==> config.mk <==
export PLATFORM = sky130hd
export DESIGN_NAME = fsmc_ram
export DESIGN_NICKNAME = d
export VERILOG_FILES = /design/src/design/fsmc_ram.sv
export SDC_FILE = /design/constraint.sdc
export NUM_CORES = 1
export LEC_CHECK = 0
export ABC_AREA = 0
export BUFFER_PORTS_ARGS = -buffer_cell sky130_fd_sc_hd__buf_2
export CORE_UTILIZATION = 35
export DETAILED_ROUTE_END_ITERATION = 8
export RECOVER_POWER = 50
export SKIP_CTS_REPAIR_TIMING = 1
export SLEW_MARGIN = 10
export SYNTH_ARGS = -nofsm -noshare
export SYNTH_HDL_FRONTEND = slang
export SYNTH_SLANG_ARGS = --single-unit
export TNS_END_PERCENT = 20
==> constraint.sdc <==
create_clock -name clk -period 3.7 [get_ports clk]
set_input_delay 0.37 -clock clk [delete_from_list [all_inputs] [get_ports clk]]
set_output_delay 0.37 -clock clk [all_outputs]
set_load 0.005 [all_outputs]
==> src/design/fsmc_ram.sv <==
`default_nettype none
// ----------------------------------------------------------------------------
// fsmc_ram
// Simple dual-port synchronous RAM: one write port, one read port with
// registered read data. Contents are not reset.
// ----------------------------------------------------------------------------
module fsmc_ram #(
	parameter int ADDR_W = 5
) (
	input  wire logic              clk,
	input  wire logic              we,
	input  wire logic [ADDR_W-1:0] waddr,
	input  wire logic [31:0]       wdata,
	input  wire logic              re,
	input  wire logic [ADDR_W-1:0] raddr,
	output logic      [31:0]       rdata
);

	logic [31:0] mem_q [2**ADDR_W];

	always_ff @(posedge clk) begin
		if (we) begin
			mem_q[waddr] <= wdata;
		end
	end

	always_ff @(posedge clk) begin
		if (re) begin
			rdata <= mem_q[raddr];
		end
	end

endmodule
`default_nettype wire

==> After elaboration in Yosys (flattened, before gate mapping) <==
Memories as Yosys holds them, arrays and structs flattened. A register that Yosys moved wholly into a read port is not among the register bits.
Index checks and enable logic that the tools add are counted.
{ "classes": {"muxes": 2} }
{ "op_table": {"columns": ["operator", "count"], "rows": [
  ["$mux 1", 2]
]} }
{ "word_totals": {"mem_bits_rw": 1024, "out_inout_bits": 32, "mem_count": 1, "regBits": 0, "input_bits": 45} }
{ "memory_table": {"columns": ["memory", "depth", "width", "rd", "rd_clocked_by_memory_dff", "wr", "line", "source"], "rows": [
  ["mem_q", 32, 32, 1, 1, 1, "19", "logic [31:0] mem_q [2**ADDR_W];"]
]} }

==> Logic depth before layout (Yosys ltp) <==
Gate-level depths: netlist of the first run.
{ "depth": {"ltp_word": 2, "ltp_mapped": 8, "depth_no_buf": 5} }

==> Worst setup path before layout of the first run <==
Ideal clock, no wire load.
{ "synth_path": {"path_type": "input to register", "start": "in waddr[1]", "end": "mem mem_q[12][0], enable pin", "slack_ps": 896, "n_path_buf": 1, "arrival_ps": 2383, "cell_stages": 3, "required_ps": 3279, "cell_sequence": "or3b_2 -> clkbuf_1 -> nor2_1"} }
{ "synth_rtl": {"columns": ["element", "line", "source"], "rows": [
  ["start, declared", "12", "input wire logic [ADDR_W-1:0] waddr,"],
  ["end, declared", "19", null]
]} }
No word-level cell before the write port.

==> Worst setup path in the final report of the first run <==
{ "layout_path": {"start": "in re", "end": "reg rdata[25] (read register of mem_q), enable pin"} }
{ "layout_rtl": {"columns": ["element", "line", "source"], "rows": [
  ["start, declared", "14", "input wire logic re,"],
  ["end, declared", "16", "output logic [31:0] rdata"]
]} }
No word-level cell between the ends.

==> metrics.txt, run 1 <==
DP Worst Slack=about 800 ps; final setup violating endpoints=0; sequential fraction of design power=53.2%; Initial Util=35.5%; hold path start=re; H-tree levels=3; total die area=0.118 mm²; layout net count=2450; post-detail-place hpwl=between 50000 and 60000 µm; Starting DRT DRC Count=2014; syn_area_per_cell=18.1 µm²; CP Data Arrival Time=2830 ps; Via Count=21.1k; average routed wire per standard cell=25.9 µm; failing checks=max-capacitance violations, max-slew violations; peak supply drop=0.385 mV; cell mode on critical path=clkbuf_1; Required @ worst endpoint=3980 ps; Clock Skews=25.5 ps; critical path's largest stage delay=1140 ps; crit-path cells=clkbuf_1 > clkbuf_1 > clkbuf_1; area of the multi-input gates=0.00860 mm²; Leakage Power=0.0160 µW; FF+latch count, synth=1056; pwr dens=539 mW/mm²; final non-filler cell total=4006; simple-gate share of the synthesized area=3.08%; commonest non-fill, non-tap cell in the layout=edfxtp_1; Worst R2R Start=mem_q[5][5]; min cycle time layout=2550 ps; RSZ-0062 raised after global routing=no; Slew HR=-9.93%; CP max-delay cell=clkbuf_1; Clk pwr share=41.9%; Switching Power=roughly 5300 µW; Port Buffers=76; origin of the worst setup path=re; cells after synthesis=2260; critical path class=in -> reg; TritonRoute pass-1 iters=5; Least-Margin Pin Slew=1650 ps; main combinational cell family by area after synthesis=multiplexers; filler cell count=~10k; global-route wire length before repair=around 150000 µm; Post-Syn Nets=roughly 2.3k; Hold Path Stages=1; compound-gate portion of the synthesized area=4.81%; Synth Area in XOR/XNOR=0%; Reg clk slew, reported paths=60 ps; Die Wd=343 µm; Synth Area in Adders=0%; Hold WC Path Type=in -> reg; commonest cells after routing, fill and taps aside=1056 x edfxtp_1, 512 x mux2i_1, 108 x clkbuf_16, 98 x nand3_1, 97 x nand2_1; Cell Int Power=19900 µW; logic gate share of total power=roughly 5%; fin worst setup slack=1150 ps; WHS Endpoint=rdata[10]; total routed wirelength=about 100000 µm; clock sinks=1056; all-layer global routing usage=17.6%; reg2reg end=rdata[5]; area growth from synthesis to layout=14.8%; critical path's top delay family=buffers and inverters; Clk Latency, worst-skew pair=680 ps; vias per inst=5.28; post-route antenna net violation count=0; Fin Hold WS=121 ps; max-slew violations=400; CTS tree=yes; fmax=0.392 GHz; Setup TNS Final=0 ps; share of cells above drive strength 1=12.6%; clock buffer depth=3; cell area after synthesis=0.0408 mm²; Final Hold Vio Count=0; antenna violations before repair=7; worst path bufs/invs=3; Storage cell area=0.0317 mm²; worst-path fanout max=17; DRC=0; Core Region=0.115 mm²; reg2reg path depth=5; Final period util=69.0%; Warnings, synthesis=0; total congestion overflow=0; root buffer cell=clkbuf_16; Die H=between 300 and 400 µm; vias in the first global route=21.4k; Setup crit end kind=flop; largest net degree at the start of global routing=between 90 and 100; startpoint types=input port; register area share after synthesis=77.7%; row count=124; status=finished with violations; CTS buffer count=107; library cells used by synthesis=24; Switching Share=21.1%; R2R Setup Slk=1910 ps; placed insts=3808; mux cell area share after synthesis=12.6%; I/O pins=77; GPL Wtd Cong=0.794; Max Cap Viol=14
## cells by family after synthesis
kind of cell,count (synthesis)
AOI/OAI and AO/OA,288
DFF,1056
and+or+nand+nor,277
buffers and inverters,127
muxes,512
## area by class of cell
cell class / count / share of cell area, %
well taps: 1512 / 4.04
clock inverters: 64 / 1.35
clock buffers: 132 / 5.96
diodes: 2 / 0.0107
multi-input cells: 1077 / 18.4
repair buffers: 163 / 2.59
flip-flops and latches: 1056 / 67.7
## sequential cells by signal, indices dropped and copies added, names as in the netlist
register  flops
rdata        32
mem_q      1024
## per-stage QoR
step,instance area (µm²),util (%),power (µW)
2_1_floorplan,40800,-,14300
3_3_place_gp,43500,37.8,14900
3_5_place_dp,43500,37.8,15000
4_1_cts,46900,40.8,25500
5_1_grt,46800,40.8,26000
6_report,46800,40.8,25300
## cell usage after synthesis (all sizes together)
cell / instances / area [µm²]
or3: 1 / 6.26
a22oi: 96 / 721
clkbuf: 48 / 188
nand2b: 2 / 12.5
nor2: 34 / 128
nand3b: 5 / 37.5
or3b: 3 / 26.3
and2: 1 / 6.26
a21oi: 96 / 480
nand3: 98 / 490
edfxtp: 1056 / 31700
a31oi: 32 / 200
buf: 79 / 566
nand2: 98 / 368
a22o: 64 / 561
or2: 1 / 6.26
and2b: 1 / 7.51
nor2b: 1 / 6.26
mux2i: 512 / 5120
nor3: 32 / 160
## worst max path at each step
| stage | endpoint | slack, ps | cells past startpoint |
|---|---|---|---|
| after floorplan | mem_q[12][0] | 900 | 3 |
| after global placement | rdata[0] | 840 | 8 |
| after detailed placement | rdata[0] | 780 | 8 |
| after CTS | rdata[0] | 1510 | 8 |
| after global routing | rdata[22] | 990 | 3 |
| final | rdata[25] | 1150 | 3 |
## per-layer routing
layer | part of all wire (%) | vias up | track usage, % | wire length [µm]
met1 | 41 | 10900 | 23.2 | 43000
met2 | 49 | 707 | 29.4 | 50900
met5 | 0.0067 | - | 0 | 7
li1 | - | 9322 | - | -
met3 | 6.9 | 157 | 3.16 | 7170
met4 | 2.6 | 2 | 5.43 | 2740
## power by group through the flow
| stage | combinational, µW | clock [µW] | sequential, µW |
|---|---|---|---|
| 2_1_floorplan | 688 | 0 | 13600 |
| 3_3_place_gp | 1250 | 0 | 13700 |
| 3_5_place_dp | 1280 | 0 | 13700 |
| 4_1_cts | 1280 | 10700 | 13400 |
| 5_1_grt | 1350 | 11200 | 13400 |
| 6_report | 1260 | 10600 | 13400 |
(Power assumes the default switching activity.)
==> inputs of run 2 (changes only) <==
clock period = 2.65 ns   (was 3.7 ns; I/O delays follow)
==> run 2 against run 1 <==
  * Cell area rose by 1.4%
  * Flip-flop and latch count did not move
  * Largest cell class unchanged
  * Worst hold slack improved by 200 ps
  * Die area did not move
  * The flow still finishes with violations (max-capacitance violations, max-slew violations)
  * Clock skew rose by 12 ps
==> metrics.txt, run 2 (same netlist as run 1, synthesis figures left out) <==
Max Cap Viol=2; filler cell count=about 10k; Worst R2R Start=mem_q[0][10]; layout net count=2479; Core Util, Final=41.3%; max-slew violations=66; TritonRoute pass-1 iters=7; DRC=0; Worst path depth=2; Core Region=0.115 mm²; cell mode on critical path=clkbuf_1; CTS buffer count=105; min cycle time layout=1850 ps; Final Power=34900 µW; total congestion overflow=0; share of cells above drive strength 1=13.8%; GPL Wtd Cong=0.796; worst-path fanout max=13; largest net degree at the start of global routing=56; row count=124; metal2 WL=51500 µm; logic gate share of total power=5.1%; reg2reg end=rdata[10]; vias in the first global route=21.4k; post-route antenna net violation count=0; average routed wire per standard cell=26.1 µm; CP Capture Point=rdata[21]; Required @ worst endpoint=2920 ps; largest registers=mem_q (1024), rdata (32); critical path class=in -> reg; startpoint types=input port; critical path's largest stage delay=1050 ps; highest routing layer actually used=met5; Starting DRT DRC Count=~2.0k; Initial Util=35.5%; total routed wirelength=105000 µm; Setup crit end kind=flop; area growth from synthesis to layout=16.4%; Hold WC Path Type=in -> reg; clock buffer depth=3; Final Hold Vio Count=0; CP Data Arrival Time=between 2000 and 2500 ps; Hold Path Stages=3; Clock Skews=37.6 ps; worst path bufs/invs=2; vias per inst=5.27; Reg clk slew, reported paths=60 ps; RSZ-0062 raised after global routing=no; Clk pwr share=41.2%; WL met1=44800 µm; global-route wire length before repair=151000 µm; Final period util=69.9%; clock sinks=1056; WL met3=6470 µm; Slew HR=-6.72%; crit-path cells=clkbuf_1 > clkbuf_1; post-detail-place hpwl=57600 µm; Clk Latency, worst-skew pair=about 700 ps; total die area=0.118 mm²; critical path's top delay family=buffers and inverters; origin of the worst setup path=re; Leakage Power=0.0163 µW; final setup violating endpoints=0; Port Buffers=76; Cell Int Power=27400 µW; CP max-delay cell=clkbuf_1; Die H=343 µm; status=finished with violations; reg2reg path depth=6; failing checks=max-capacitance violations, max-slew violations; most flop-heavy register=mem_q; antenna violations before repair=8; Via Count=around 21k; Least-Margin Pin Slew=1600 ps; peak supply drop=~0.47 mV; Largest register FFs=a little over 1k; I/O pins=77; commonest non-fill, non-tap cell in the layout=edfxtp_1; Die Wd=343 µm; root buffer cell=clkbuf_16; commonest cells after routing, fill and taps aside=1056 x edfxtp_1, 512 x mux2i_1, 106 x clkbuf_16, 98 x nand3_1, 97 x nand2_1; H-tree levels=3; pwr dens=735 mW/mm²; sequential fraction of design power=between 50% and 60%; Switching Share=between 20% and 30%; R2R Setup Slk=1040 ps; fmax=about 0.54 GHz; CTS tree=yes; all-layer global routing usage=17.8%; Switching Power=7490 µW
[run 2: cell types whose count changed in the layout (fill, tap and decap cells not counted), moves of 2 or more]
cell and delta:
buf_12 +41, buf_4 -12, bufinv_16 -4, clkbuf_16 -2, clkinv_1 -4, clkinv_16 +2, clkinv_2 +9
[run 2: worst min-delay path by stage]
stage,end,from,slack (ps)
6_report,mem_q[11][6],waddr[2],320
3_3_place_gp,rdata[0],mem_q[10][0],660
3_5_place_dp,rdata[27],mem_q[10][27],660
5_1_grt,mem_q[17][6],waddr[3],340
2_1_floorplan,mem_q[0][0],wdata[0],360
4_1_cts,rdata[6],re,30
[run 2: cell type report]
cell class	instances	area (µm²)	share of cell area, %
diodes	2	5.00	0.0105
clock buffers	128	2740	5.76
clock inverters	66	607	1.28
multi-input cells	1077	8590	18.1
flip-flops and latches	1056	31700	66.8
well taps	1512	1890	3.98
repair buffers	194	1950	4.11
[run 2: through the flow]
step	cell area (µm²)	hold slack, ps	worst slack, ps	cells	TNS [ps]
6_report	47500	320	797	4035	0
5_1_grt	47500	336	762	4033	0
2_1_floorplan	40800	364	-49.1	2260	-11630
3_5_place_dp	44200	659	420	3839	0
4_1_cts	47600	25.0	939	4033	0
3_3_place_gp	44200	660	435	3839	0
[run 2: layer usage]
metal	track usage, %	up-vias
li1	-	9387
met1	24.3	11000
met2	29.7	702
met3	2.33	136
met4	5.04	8
met5	0	-
[run 2: power by group through the flow]
stage | Clock, µW | Combinational [µW] | Sequential, µW
after floorplan | 0 | 960 | 19100
after global placement | 0 | 1770 | 19100
after detailed placement | 0 | 1800 | 19100
after CTS | 14600 | 1800 | 18700
after global routing | 15300 | 1910 | 18800
final | 14400 | 1780 | 18700
