===== config.mk =====
export PLATFORM = sky130hd
export DESIGN_NAME = fsmc_out_fifo
export DESIGN_NICKNAME = d
export VERILOG_FILES = /design/src/design/fsmc_pkg.sv /design/src/design/fsmc_out_fifo.sv
export SDC_FILE = /design/constraint.sdc
export NUM_CORES = 1
export LEC_CHECK = 0
export BUFFER_PORTS_ARGS = -buffer_cell sky130_fd_sc_hd__buf_2
export CORE_ASPECT_RATIO = 2
export CORE_MARGIN = 3
export CORE_UTILIZATION = 44
export DETAILED_ROUTE_END_ITERATION = 16
export MAX_ROUTING_LAYER = met4
export PLACE_DENSITY = 0.68
export SYNTH_ARGS = -nofsm -noshare
export SYNTH_HDL_FRONTEND = slang
export SYNTH_SLANG_ARGS = --single-unit

===== constraint.sdc =====
create_clock -name clk -period 2.9 [get_ports clk]
set_input_delay 0.87 -clock clk [delete_from_list [all_inputs] [get_ports clk]]
set_output_delay 0.87 -clock clk [all_outputs]
set_load 0.01 [all_outputs]

===== src/design/fsmc_pkg.sv =====
`default_nettype none
// ----------------------------------------------------------------------------
// fsmc_pkg
// Types and constants shared by the flash save memory controller modules:
// request kinds, command opcodes, status and ID words, modes, states and result type.
// ----------------------------------------------------------------------------
package fsmc_pkg;

	typedef enum logic [1:0] {
		KIND_CMD  = 2'd0,
		KIND_REG  = 2'd1,
		KIND_DMA  = 2'd2,
		KIND_LOAD = 2'd3
	} kind_t;

	localparam logic [7:0] OP_EXEC    = 8'hD2;
	localparam logic [7:0] OP_NOP     = 8'h00;
	localparam logic [7:0] OP_ID      = 8'hE1;
	localparam logic [7:0] OP_CHIP    = 8'h3C;
	localparam logic [7:0] OP_PAGE    = 8'h4B;
	localparam logic [7:0] OP_ERASE   = 8'h78;
	localparam logic [7:0] OP_PROG    = 8'hB4;
	localparam logic [7:0] OP_PROG_PG = 8'hA5;
	localparam logic [7:0] OP_READ    = 8'hF0;

	localparam logic [31:0] STATUS_ID    = 32'h1111_8001;
	localparam logic [31:0] STATUS_ERASE = 32'h1111_8008;
	localparam logic [31:0] STATUS_BUSY  = 32'h1111_8004;
	localparam logic [31:0] CHIP_ID      = 32'h00C2_001D;
	localparam logic [31:0] STATUS_ADDR  = 32'h0800_0000;

	typedef enum logic [4:0] {
		MODE_IDLE    = 5'b00001,
		MODE_ID      = 5'b00010,
		MODE_READ    = 5'b00100,
		MODE_PROGRAM = 5'b01000,
		MODE_ERASE   = 5'b10000
	} mode_t;

	typedef enum logic [3:0] {
		ST_IDLE   = 4'b0001,
		ST_PROG   = 4'b0010,
		ST_PERASE = 4'b0100,
		ST_CLEAR  = 4'b1000
	} state_t;

	typedef struct packed {
		logic [31:0] read_data;
		logic        data_valid;
		logic        command_error;
	} res_t;

endpackage
`default_nettype wire


===== src/design/fsmc_out_fifo.sv =====
`default_nettype none
// ----------------------------------------------------------------------------
// fsmc_out_fifo
// Two-entry result queue between the controller and the output channel, so a
// new request can be taken while a finished result still waits.
// ----------------------------------------------------------------------------
module fsmc_out_fifo (
	input  wire logic          clk,
	input  wire logic          arst_n,
	input  wire logic          push,
	input  wire fsmc_pkg::res_t push_data,
	output logic               full,
	output logic               out_valid,
	input  wire logic          out_ready,
	output fsmc_pkg::res_t     head
);

	fsmc_pkg::res_t ent_q [2];
	logic           wr_ptr_q;
	logic           rd_ptr_q;
	logic [1:0]     cnt_q;
	logic           pop;

	assign full      = (cnt_q == 2'd2);
	assign out_valid = (cnt_q != 2'd0);
	assign pop       = out_valid && out_ready;
	assign head      = ent_q[rd_ptr_q];

	always_ff @(posedge clk) begin
		if (push) begin
			ent_q[wr_ptr_q] <= push_data;
		end
	end

	always_ff @(posedge clk or negedge arst_n) begin
		if (!arst_n) begin
			wr_ptr_q <= 1'b0;
			rd_ptr_q <= 1'b0;
			cnt_q    <= 2'd0;
		end else begin
			if (push) begin
				wr_ptr_q <= ~wr_ptr_q;
			end
			if (pop) begin
				rd_ptr_q <= ~rd_ptr_q;
			end
			case ({push, pop})
				2'b10:   cnt_q <= cnt_q + 2'd1;
				2'b01:   cnt_q <= cnt_q - 2'd1;
				default: cnt_q <= cnt_q;
			endcase
		end
	end

	a_no_push_full: assert property (@(posedge clk) disable iff (!arst_n)
		push |-> !full)
		else $error("result pushed into full queue");

	a_cnt_range: assert property (@(posedge clk) disable iff (!arst_n)
		cnt_q != 2'd3)
		else $error("result queue count out of range");

	a_pop_moves_head: assert property (@(posedge clk) disable iff (!arst_n)
		pop |=> rd_ptr_q != $past(rd_ptr_q))
		else $error("head did not advance after pop");

endmodule
`default_nettype wire


## Word level (Yosys, flattened, before mapping)

Memories as Yosys holds them, arrays and structs flattened.
Index checks and enable logic that the tools add are counted.

| word-level totals | value |
|---|---|
| register bits after elaboration | 4 |
| bits in writable memories | 68 |
| bits of input ports | 38 |
| output and inout port bits | 36 |
| logic and storage cells | 17 |
| memories kept | 1 |

Memory list:

| memory | words | bits a word | read ports | clocked after Yosys merged registers in | write ports | line | source |
|---|---|---|---|---|---|---|---|
| ent_q | 2 | 34 | 1 | 0 | 1 | fsmc_out_fifo.sv:18 | `fsmc_pkg::res_t ent_q [2];` |

| cells by class | value |
|---|---|
| add/sub/neg operators | 2 |
| eq/ne operators | 3 |
| mux-type cells | 3 |
| bitwise gates (word level) | 2 |
| reduce and logical (&&, ||, !) cells | 3 |

Operators with widths:

| kind | number |
|---|---|
| equality test 2 bit (second input constant) | 2 |
| case mux 2 bit (2 select lines) | 1 |
| nonzero test 2 bit | 2 |
| adder 2 x 1 -> 2 bit (second input constant) | 1 |
| equality test 2 x 1 -> 1 bit (second input constant) | 1 |
| two-way mux 1 bit | 2 |
| NOT 1 bit | 2 |
| subtractor 2 x 1 -> 2 bit (second input constant) | 1 |
| logical AND 1 bit | 1 |

## Longest topological paths before layout

Gate-level depths: netlist of the first run.

| depth | value |
|---|---|
| word-level depth | 4 |
| depth in mapped cells | 6 |
| depth with buffers taken out | 6 |

## Worst setup path before layout of the first run

Ideal clock, no wire load.

| timing path | value |
|---|---|
| kind | input to register |
| start point | in push |
| end point | mem ent_q[0][0] in the netlist's numbering, enable pin |
| setup time | 0.426 ns |
| arrival | 2.359 ns |
| setup slack | 0.116 ns |
| stages on the path | 2 |
| buffers on the path | 0 |
| path through | inv_1 -> nor2_1 |

| on the way | value |
|---|---|
| word-level cells in the longest chain between the ends | 2 |

RTL lines:

| element | line | source |
|---|---|---|
| start: declaration | fsmc_out_fifo.sv:10 | `input wire logic push,` |
| two-way mux 1 bit | fsmc_out_fifo.sv:30 | `if (push) begin` |
| two-way mux 1 bit (implied by the code) | fsmc_out_fifo.sv:31 | `ent_q[wr_ptr_q] <= push_data;` |
| end: declaration | fsmc_out_fifo.sv:18 |  |

Every way passes these cells.

==> results of run 1 <==
placed cells by master, fill, tap and decap left out, types with 2 or more instances in the layout:
| master | count |
|---|---|
| xnor2_1 | 2 |
| edfxtp_1 | 68 |
| xor2_1 | 3 |
| clkbuf_16 | 9 |
| mux2_2 | 5 |
| clkinv_1 | 4 |
| dfrtp_1 | 3 |
| buf_2 | 73 |
| mux2_4 | 29 |
worst paths after layout:
kind | from | endpoint | slack [ns] | cells past startpoint
max in group asynchronous | arst_n | rd_ptr_q$_DFFE_PN0P_ | 2.42 | 1
max reg2reg | cnt_q[0]$_DFFE_PN0P_ | cnt_q[1]$_DFFE_PN0P_ | 1.33 | 5
min reg2reg | cnt_q[1]$_DFFE_PN0P_ | cnt_q[1]$_DFFE_PN0P_ | 0.51 | 1
max | rd_ptr_q$_DFFE_PN0P_ | head[28] | 0.21 | 3
min in group clk | cnt_q[1]$_DFFE_PN0P_ | cnt_q[1]$_DFFE_PN0P_ | 0.51 | 1
min | arst_n | cnt_q[0]$_DFFE_PN0P_ | 0.35 | 1
logic make-up (layout without fill, tap and decap cells):
| family | after synthesis | count (layout) | share of synthesized area (%) |
|---|---|---|---|
| buf+inv | 5 | 91 | 1.76 |
| mux | 34 | 34 | 17.7 |
| xor+xnor | 5 | 5 | 1.58 |
| simple gates | 6 | 6 | 1.44 |
| flops | 72 | 72 | 77.1 |
| fa+ha+maj | 1 | 1 | 0.450 |
worst reg2reg max path, delay by kind of cell, from the launching register on:
family | cells | cell delay [ns]
adder cells (fa/ha/maj) | 1 | 0.31
AND/OR/NAND/NOR | 3 | 0.58
XOR/XNOR | 1 | 0.17
flip-flops | 1 | 0.43
where the power goes:
part | internal (W) | leakage [nW] | switching (W)
clock network | 0.000558 | 0.121 | 0.000362
registers | 0.00139 | 0.684 | 0.000145
logic | 0.000564 | 0.611 | 0.000453
stage by stage:
| step | setup slack [ns] | hold slack [ns] | instances | area (um^2) |
|---|---|---|---|---|
| after floorplan | 0.116 | 0.456 | 123 | 2780 |
| after global placement | 0.595 | 0.471 | 278 | 3240 |
| after detailed placement | 0.544 | 0.507 | 278 | 3240 |
| after CTS | 0.194 | 0.339 | 293 | 3490 |
| after global routing | 0.139 | 0.330 | 293 | 3490 |
| final | 0.215 | 0.345 | 293 | 3490 |
cell type report:
| type | count | area, um^2 | area share [%] |
|---|---|---|---|
| Clock buffer | 9 | 225 | 6.44 |
| Clock inverter | 6 | 27.5 | 0.788 |
| Inverter | 1 | 3.75 | 0.107 |
| Multi-Input combinational cell | 46 | 597 | 17.1 |
| Sequential cell | 72 | 2140 | 61.3 |
| Tap cell | 84 | 105 | 3.01 |
| Timing Repair Buffer | 75 | 393 | 11.2 |
state kept, by name, summed over array words and instances (netlist names):
register / flops
cnt_q: 2
ent_q: 68
rd_ptr_q: 1
wr_ptr_q: 1
layer usage:
metal	global-route usage (%)	up-vias	share of wire (%)
met5	-	-	0
met2	23.9	52	53
li1	-	639	-
met4	9.42	0	4.0
met1	14.2	695	37
met3	5.13	13	5.9
==> metrics, run 1 <==
run status=completed; RSZ-0062 raised after global routing=no; fin util=57.7%; CP required=2.03 ns; CP Max Fanout=21; cell taking the most area after synthesis=edfxtp_1; die height=approximately 120 um; Cell Area, Synth=2780 um^2; Worst Tran Pin Value=between 0.8 and 0.9 ns; post-CTS setup buffer count=0; max_slew headroom=about 46%; sequential share of the synthesized area=77.1%; Total Routing Usage GR=14.5%; worst min path class=in -> async; syn_area_per_cell=22.6 um^2; Setup TNS=0 ns; Period minus WS final=2.69 ns; first-pass GRT wire length=7620 um; DRT iter0 DRCs=46; Syn-to-layout area delta=25.8%; final wirelength=4780 um; # hold bufs at CTS=0; number of global-route vias before repair=1553; worst-path cell chain=buf_12 > mux2_4 > buf_2; CTS tree=built; Initial Utilization=45.9%; n_diodes=0; crit start category=register; Final Max Tran Viols=0; ys async rst share=5.56%; post-DR wirelength/cell=16.3 um; Layout fillers=approximately 480; post-route clock period utilization=between 90% and 100%; H-tree depth=3; Critical Path End Type=primary output; Setup Skew=0.00403 ns; # IOs=74; synth warn=0; Hold Vio Cnt, Final=0; top post-synthesis cells by count=edfxtp_1, mux2_4, mux2_2; CP peak stage delay=roughly 0.77 ns; Synth area leaders=edfxtp_1, mux2_4, dfrtp_1, mux2_2, buf_6; Mapped Cells=123; slowest CP cell=dfrtp_2; crit-path leading delay family=flip-flops; NumNets Final=~240; Clock transition at path regs=0.05 ns; initial antenna violation count=0; total number of vias=around 1400; number of routed nets with antenna violations=0; Clk Latency, worst-skew pair=0.32 ns; max-cap violations=0; CTS root buf=clkbuf_16; Peak VDD IR=roughly 700 uV; top cell type's share of synthesized area=around three quarters; num rows=40; Unique masters post-synth=14; Mapped Nets=162; Core ar.=slightly above 6000 um^2; routed vias/inst=roughly 4.8; Remaining DRCs=0; Pleak=1.42 nW; first-pass iteration count of the detailed router=4; largest net degree at the start of global routing=35; Worst Path Arrival=~1.8 ns; top-count cell post-synth=edfxtp_1; Die ar.=approximately 7400 um^2; Tot Pwr=0.00347 W; WS Path Type=reg -> out; Placer Congestion=roughly 0.71; maximum clock insertion buffer count=2; EDFF count, synth=68; Port Buffer Count=73; Cell Pwr Density=994 nW/um^2; fmax=372 MHz; top_reg_cell synth=edfxtp_1; Inserted Clock Buffers=9; Die W=62.2 um; post-cts resize count=0; CTS Sinks=72; share of layout cells above drive strength 1=60.3%; Final Setup Violations=0; FF+latch count, synth=between 70 and 80; number of buffers and inverters on the critical path=2; gr ovfl total=0
No activity file was read; power rests on OpenSTA's default activity.
==> run 2: changes to the inputs <==
--- a/config.mk
+++ b/config.mk
@@ -8,10 +8,10 @@
 export BUFFER_PORTS_ARGS = -buffer_cell sky130_fd_sc_hd__buf_2
 export CORE_ASPECT_RATIO = 2
 export CORE_MARGIN = 3
-export CORE_UTILIZATION = 44
+export CORE_UTILIZATION = 35
 export DETAILED_ROUTE_END_ITERATION = 16
 export MAX_ROUTING_LAYER = met4
-export PLACE_DENSITY = 0.68
+export PLACE_DENSITY = 0.56
 export SYNTH_ARGS = -nofsm -noshare
 export SYNTH_HDL_FRONTEND = slang
 export SYNTH_SLANG_ARGS = --single-unit
==> metrics, run 2 (synthesis gave the netlist of run 1 again) <==
largest net degree at the start of global routing=25 (-29%); Setup Skew=0.00339 ns (-0.000645 ns); number of global-route vias before repair=1540 (-0.84%); switching power=0.000946 W (-1.4%); # hold bufs at CTS=0 (unchanged); Tot Pwr=0.00357 W (+2.7%); internal power=0.00262 W (+4.3%); maximum clock insertion buffer count=2 (unchanged); first-pass iteration count of the detailed router=4 (unchanged); r2r setup slk=1.40 ns (+0.07 ns); Total Routing Usage GR=11.8% (-2.6 points); most frequent cells in the layout=buf_2, edfxtp_1, mux2_4, clkbuf_16, mux2_2; post-cts resize count=0 (unchanged); dpl ws=0.699 ns (+0.154 ns); initial antenna violation count=0 (unchanged); Critical Path End Type=primary output; post-route clock period utilization=86.4% (-6.2 points); Cell Pwr Density=1000 nW/um^2 (+0.93%); die height=132 um (+12%); Port Buffer Count=73 (unchanged); Die W=69.0 um (+11%); Final Setup Violations=0 (unchanged); post-CTS setup buffer count=0 (unchanged); clock network power share=28.4% (+1.9 points); number of routed nets with antenna violations=0 (unchanged); Worst Tran Pin Value=0.368 ns (-0.444 ns); Syn-to-layout area delta=28.0%; max-cap violations=0 (unchanged); Finished Layout Cells=306 (+4.4%); post-DR wirelength/cell=15.5 um (-4.7%); Post-DP HPWL=3540 um; Clk Latency, worst-skew pair=0.32 ns (about the same); CP Max Fanout=24 (+14%); WS Path Type=reg -> out; # IOs=74 (unchanged); grt met1 use=11.0% (-3.2 points); CTS Sinks=72 (unchanged); largest registers=ent_q: 68 flops, cnt_q: 2 flops; most used routing layer=met2; met2 Use GR=20.2% (-3.7 points); Setup TNS=0 ns (unchanged); num rows=45 (+13%); first-pass GRT wire length=7620 um (unchanged); final wirelength=4760 um (-0.48%); routed vias/inst=4.47 (-6.4%); CTS root buf=clkbuf_16; Worst Path Arrival=1.64 ns (-0.18 ns); DP Cell Count=291 (+4.7%); CP required=2.03 ns (about the same); worst min path class=in -> async; Clock transition at path regs=0.05 ns (about the same); Largest Register=ent_q; share of layout cells above drive strength 1=61.3% (+1.0 points); Reg power frac=42.0% (-2.2 points); R2R cell count=5 (unchanged); commonest non-fill, non-tap cell in the layout=buf_2; Inserted Clock Buffers=9 (unchanged); Pleak=1.44 nW (+1.9%); H-tree depth=3 (unchanged); fin util=46.4% (-11 points); CTS tree=built; max_slew headroom=75.4% (+30 points); total number of vias=1367 (-2.3%); met3 usage in global routing=4.58% (-0.55 points); Core ar.=7660 um^2 (+26%); Remaining DRCs=0 (unchanged); Hold Vio Cnt, Final=0 (unchanged); Placer Congestion=0.690 (-3.2%); crit start category=register; n_diodes=0 (unchanged); Final WS setup=0.395 ns (+0.180 ns); combinational share of power=29.6% (+0.3 points); run status=completed; NumNets Final=247 (+1.2%); Peak VDD IR=497 uV (-28%); gr ovfl total=0 (unchanged); Period minus WS final=2.51 ns (-0.180 ns); Switching Fraction=26.5% (-1.1 points); fmax=399 MHz (+7.2%); Final Max Tran Viols=0 (unchanged); Largest register FFs=68 (unchanged); DRT iter0 DRCs=48 (+4.3%); Die ar.=9110 um^2 (+24%); Initial Utilization=36.3% (-9.6 points); RSZ-0062 raised after global routing=no
-- run 2: cell count changes in the layout (fill, tap and decap cells not counted) --
cell,change
bufinv_16,+1
clkbuf_1,+2
buf_4,+3
clkinv_1,-3
-- run 2: through the flow --
step           instance area, um^2  hold slack, ns
2_1_floorplan                 2780           0.456
3_3_place_gp                  3280           0.482
5_1_grt                       3560           0.341
3_5_place_dp                  3280           0.487
4_1_cts                       3560           0.337
6_report                      3560           0.353
-- run 2: power groups by stage --
stage | clock (W) | sequential (W) | combinational, W
floorplan | 0 | 0.00146 | 0.000791
global route | 0.00110 | 0.00152 | 0.00114
global placement | 0 | 0.00151 | 0.00108
CTS | 0.00105 | 0.00150 | 0.00109
detailed placement | 0 | 0.00152 | 0.00109
finish | 0.00101 | 0.00150 | 0.00106
-- run 2: area by class of cell --
cell class | instances | area (um^2)
Timing Repair Buffer | 78 | 415
Clock inverter | 4 | 46.3
Fill cell | 717 | 4100
Inverter | 1 | 3.75
Tap cell | 94 | 118
Clock buffer | 11 | 233
Sequential cell | 72 | 2140
Multi-Input combinational cell | 46 | 597
-- run 2: worst paths after layout --
check                                       endpoint                 start
worst min register to register  cnt_q[1]$_DFFE_PN0P_  cnt_q[1]$_DFFE_PN0P_
worst min-delay path            wr_ptr_q$_DFFE_PN0P_                arst_n
max in group asynchronous       rd_ptr_q$_DFFE_PN0P_                arst_n
worst max-delay path                        head[12]  rd_ptr_q$_DFFE_PN0P_
min in group clk                cnt_q[1]$_DFFE_PN0P_  cnt_q[1]$_DFFE_PN0P_
worst max register to register  cnt_q[1]$_DFFE_PN0P_  cnt_q[0]$_DFFE_PN0P_
-- run 2: metal layers --
layer	wire length, um	vias to the layer above
met5	0	-
met4	126	0
met3	313	10
met2	2710	53
met1	1610	665
li1	-	639
-- run 2: worst max-delay path, stage by stage (launching register included) --
cell     delay (ns)
dfrtp_2        0.57
buf_12         0.26
mux2_4         0.33
buf_2          0.14
==> run 3: changes to the inputs <==
--- a/config.mk
+++ b/config.mk
@@ -8,10 +8,10 @@
 export BUFFER_PORTS_ARGS = -buffer_cell sky130_fd_sc_hd__buf_2
 export CORE_ASPECT_RATIO = 2
 export CORE_MARGIN = 3
-export CORE_UTILIZATION = 35
+export CORE_UTILIZATION = 29
 export DETAILED_ROUTE_END_ITERATION = 16
 export MAX_ROUTING_LAYER = met4
-export PLACE_DENSITY = 0.56
+export PLACE_DENSITY = 0.5
 export SYNTH_ARGS = -nofsm -noshare
 export SYNTH_HDL_FRONTEND = slang
 export SYNTH_SLANG_ARGS = --single-unit
==> constraint.sdc (replaced) <==
create_clock -name clk -period 2 [get_ports clk]
set_input_delay 0.6 -clock clk [delete_from_list [all_inputs] [get_ports clk]]
set_output_delay 0.6 -clock clk [all_outputs]
set_load 0.01 [all_outputs]
==> metrics, run 3 (synthesis gave the netlist of run 1 again) <==
run status=completed; CP startpoint=rd_ptr_q$_DFFE_PN0P_; Inserted Clock Buffers=9 (unchanged); CP peak stage delay=0.40 ns (-0.17 ns); number of routed nets with antenna violations=0 (unchanged); die height=144 um (+9.4%); fmax=503 MHz; commonest non-fill, non-tap cell in the layout=edfxtp_1; Total Routing Usage GR=10.1% (-1.7 points); max-cap violations=0 (unchanged); Placer Congestion=0.674 (-2.4%); CP Max Fanout=19 (-21%); most frequent cells in the layout=edfxtp_1, buf_2, mux2_4, buf_6, clkbuf_16; Pleak=1.56 nW (+7.7%); post-route clock period utilization=between 90% and 100%; max_slew headroom=81.2% (+5.8 points); # hold bufs at CTS=0 (unchanged); Core ar.=9200 um^2 (+20%); Syn-to-layout area delta=37.8%; worst min path class=in -> async; CP required=1.40 ns (-0.63 ns); Setup Skew=0.00317 ns (-0.000216 ns); first-pass GRT wire length=7450 um (-2.3%); Clk Latency, worst-skew pair=0.32 ns (about the same); Die ar.=10900 um^2 (+19%); number of global-route vias before repair=1479 (-4.0%); Largest register FFs=68 (unchanged); Critical R2R Capture=cnt_q[1]$_DFFE_PN0P_; Tot Pwr=0.00576 W (+62%); CTS Sinks=72 (unchanged); DRT iter0 DRCs=85 (+77%); Period minus WS final=between 1.5 and 2 ns; n_diodes=0 (unchanged); NumNets Final=248 (+0.40%); largest registers=ent_q: 68 flops, cnt_q: 2 flops; CTS tree=built; Clock transition at path regs=0.05 ns (about the same); WS Path Type=reg -> out; Cell Pwr Density=1510 nW/um^2 (+50%); R2R cell count=5 (unchanged); Layout fillers=825 (+15%); crit start category=register; maximum clock insertion buffer count=2 (unchanged); reg2reg start=cnt_q[0]$_DFFE_PN0P_; Finished Layout Cells=316 (+3.3%); slowest CP cell=dfrtp_2; final wirelength=5040 um (+6.0%); H-tree depth=3 (unchanged); RSZ-0062 raised after global routing=yes; Critical Path End Type=primary output; post-DR wirelength/cell=16.0 um (+2.6%); total number of vias=1403 (+2.6%); Worst Tran Pin Value=0.282 ns (-0.0867 ns); gr ovfl total=0 (unchanged); # IOs=74 (unchanged); Final Max Tran Viols=0 (unchanged); DP Cell Count=300 (+3.1%); Post-DP HPWL=3470 um (-2.0%); Worst Path Arrival=1.39 ns (-0.25 ns); Final Setup Violations=0 (unchanged); Peak VDD IR=731 uV (+47%); initial antenna violation count=0 (unchanged); crit path to=head[28]; placed cell area=3310 um^2 (+0.92%); Largest Register=ent_q; CTS root buf=clkbuf_16; num rows=49 (+8.9%); r2r setup slk=0.52 ns (-0.88 ns); Die W=75.2 um (+9.0%); Remaining DRCs=0 (unchanged); Initial Utilization=30.2% (-6.1 points); largest net degree at the start of global routing=20 (-20%); post-route cell area=3830 um^2 (+7.7%); share of layout cells above drive strength 1=60.7% (-0.57 points); worst-path cell chain=buf_12 > mux2_4 > buf_2; Hold Vio Cnt, Final=0 (unchanged); routed vias/inst=4.44 (-0.61%); Port Buffer Count=73 (unchanged); first-pass iteration count of the detailed router=2 (-2)
[run 3: changes by cell type in the layout (fill, tap and decap cells not counted), moves of 2 or more]
cell	change
buf_2	-32
buf_6	+32
mux2_2	-5
mux2_4	+5
clkinv_1	+2
[run 3: repair_timing]
action                                  CTS  global route
setup buffers                             0             0
endpoints found under the setup margin   23            33
gates resized for setup                  23            14
pin swaps                                 0             0
[run 3: worst min path at each step]
stage               depth (start not counted)   start                   end  slack (ns)
finish                                      1  arst_n  cnt_q[1]$_DFFE_PN0P_        0.08
global placement                            1  arst_n  cnt_q[0]$_DFFE_PN0P_        0.41
global route                                1  arst_n  cnt_q[1]$_DFFE_PN0P_        0.07
detailed placement                          1  arst_n  cnt_q[0]$_DFFE_PN0P_        0.41
CTS                                         1  arst_n  cnt_q[0]$_DFFE_PN0P_        0.06
floorplan                                   0  arst_n  cnt_q[0]$_DFFE_PN0P_        0.30
[run 3: cell type report]
class | count | area [um^2] | area share [%]
Clock buffer | 11 | 233 | 6.08
Tap cell | 102 | 128 | 3.33
Sequential cell | 72 | 2140 | 56.0
Clock inverter | 5 | 71.3 | 1.86
Multi-Input combinational cell | 46 | 616 | 16.1
Inverter | 1 | 3.75 | 0.0980
Timing Repair Buffer | 79 | 636 | 16.6
[run 3: where the power goes]
part	switching, W	total, W	leakage [nW]	internal (W)
sequential	0.000113	0.00213	0.684	0.00201
combinational	0.000836	0.00204	0.725	0.00120
clock	0.000520	0.00160	0.146	0.00108
[run 3: critical path: cells and delay by family (launching register included)]
kind	cells	cell delay (ns)
multiplexers	1	0.31
buffers and inverters	2	0.34
flip-flops	1	0.40
[run 3: through the flow]
stage	utilization [%]	setup WS, ns	hold WS (ns)	TNS, ns
6_report	41.6	0.0136	0.0786	0
5_1_grt	41.6	-0.0306	0.0697	-0.448
4_1_cts	40.7	-0.0160	0.0644	-0.107
3_5_place_dp	36.0	0.324	0.415	0
3_3_place_gp	36.0	0.327	0.409	0
2_1_floorplan	-	0.0657	0.304	0
[run 3: per-layer routing]
metal  vias to the layer above  share of wire (%)  global-route usage (%)
met5                         -                  0                       -
met4                         0                2.5                    5.53
met3                         9                5.0                    3.76
met2                        45                 57                    17.3
met1                       698                 36                    9.39
li1                        651                  -                       -
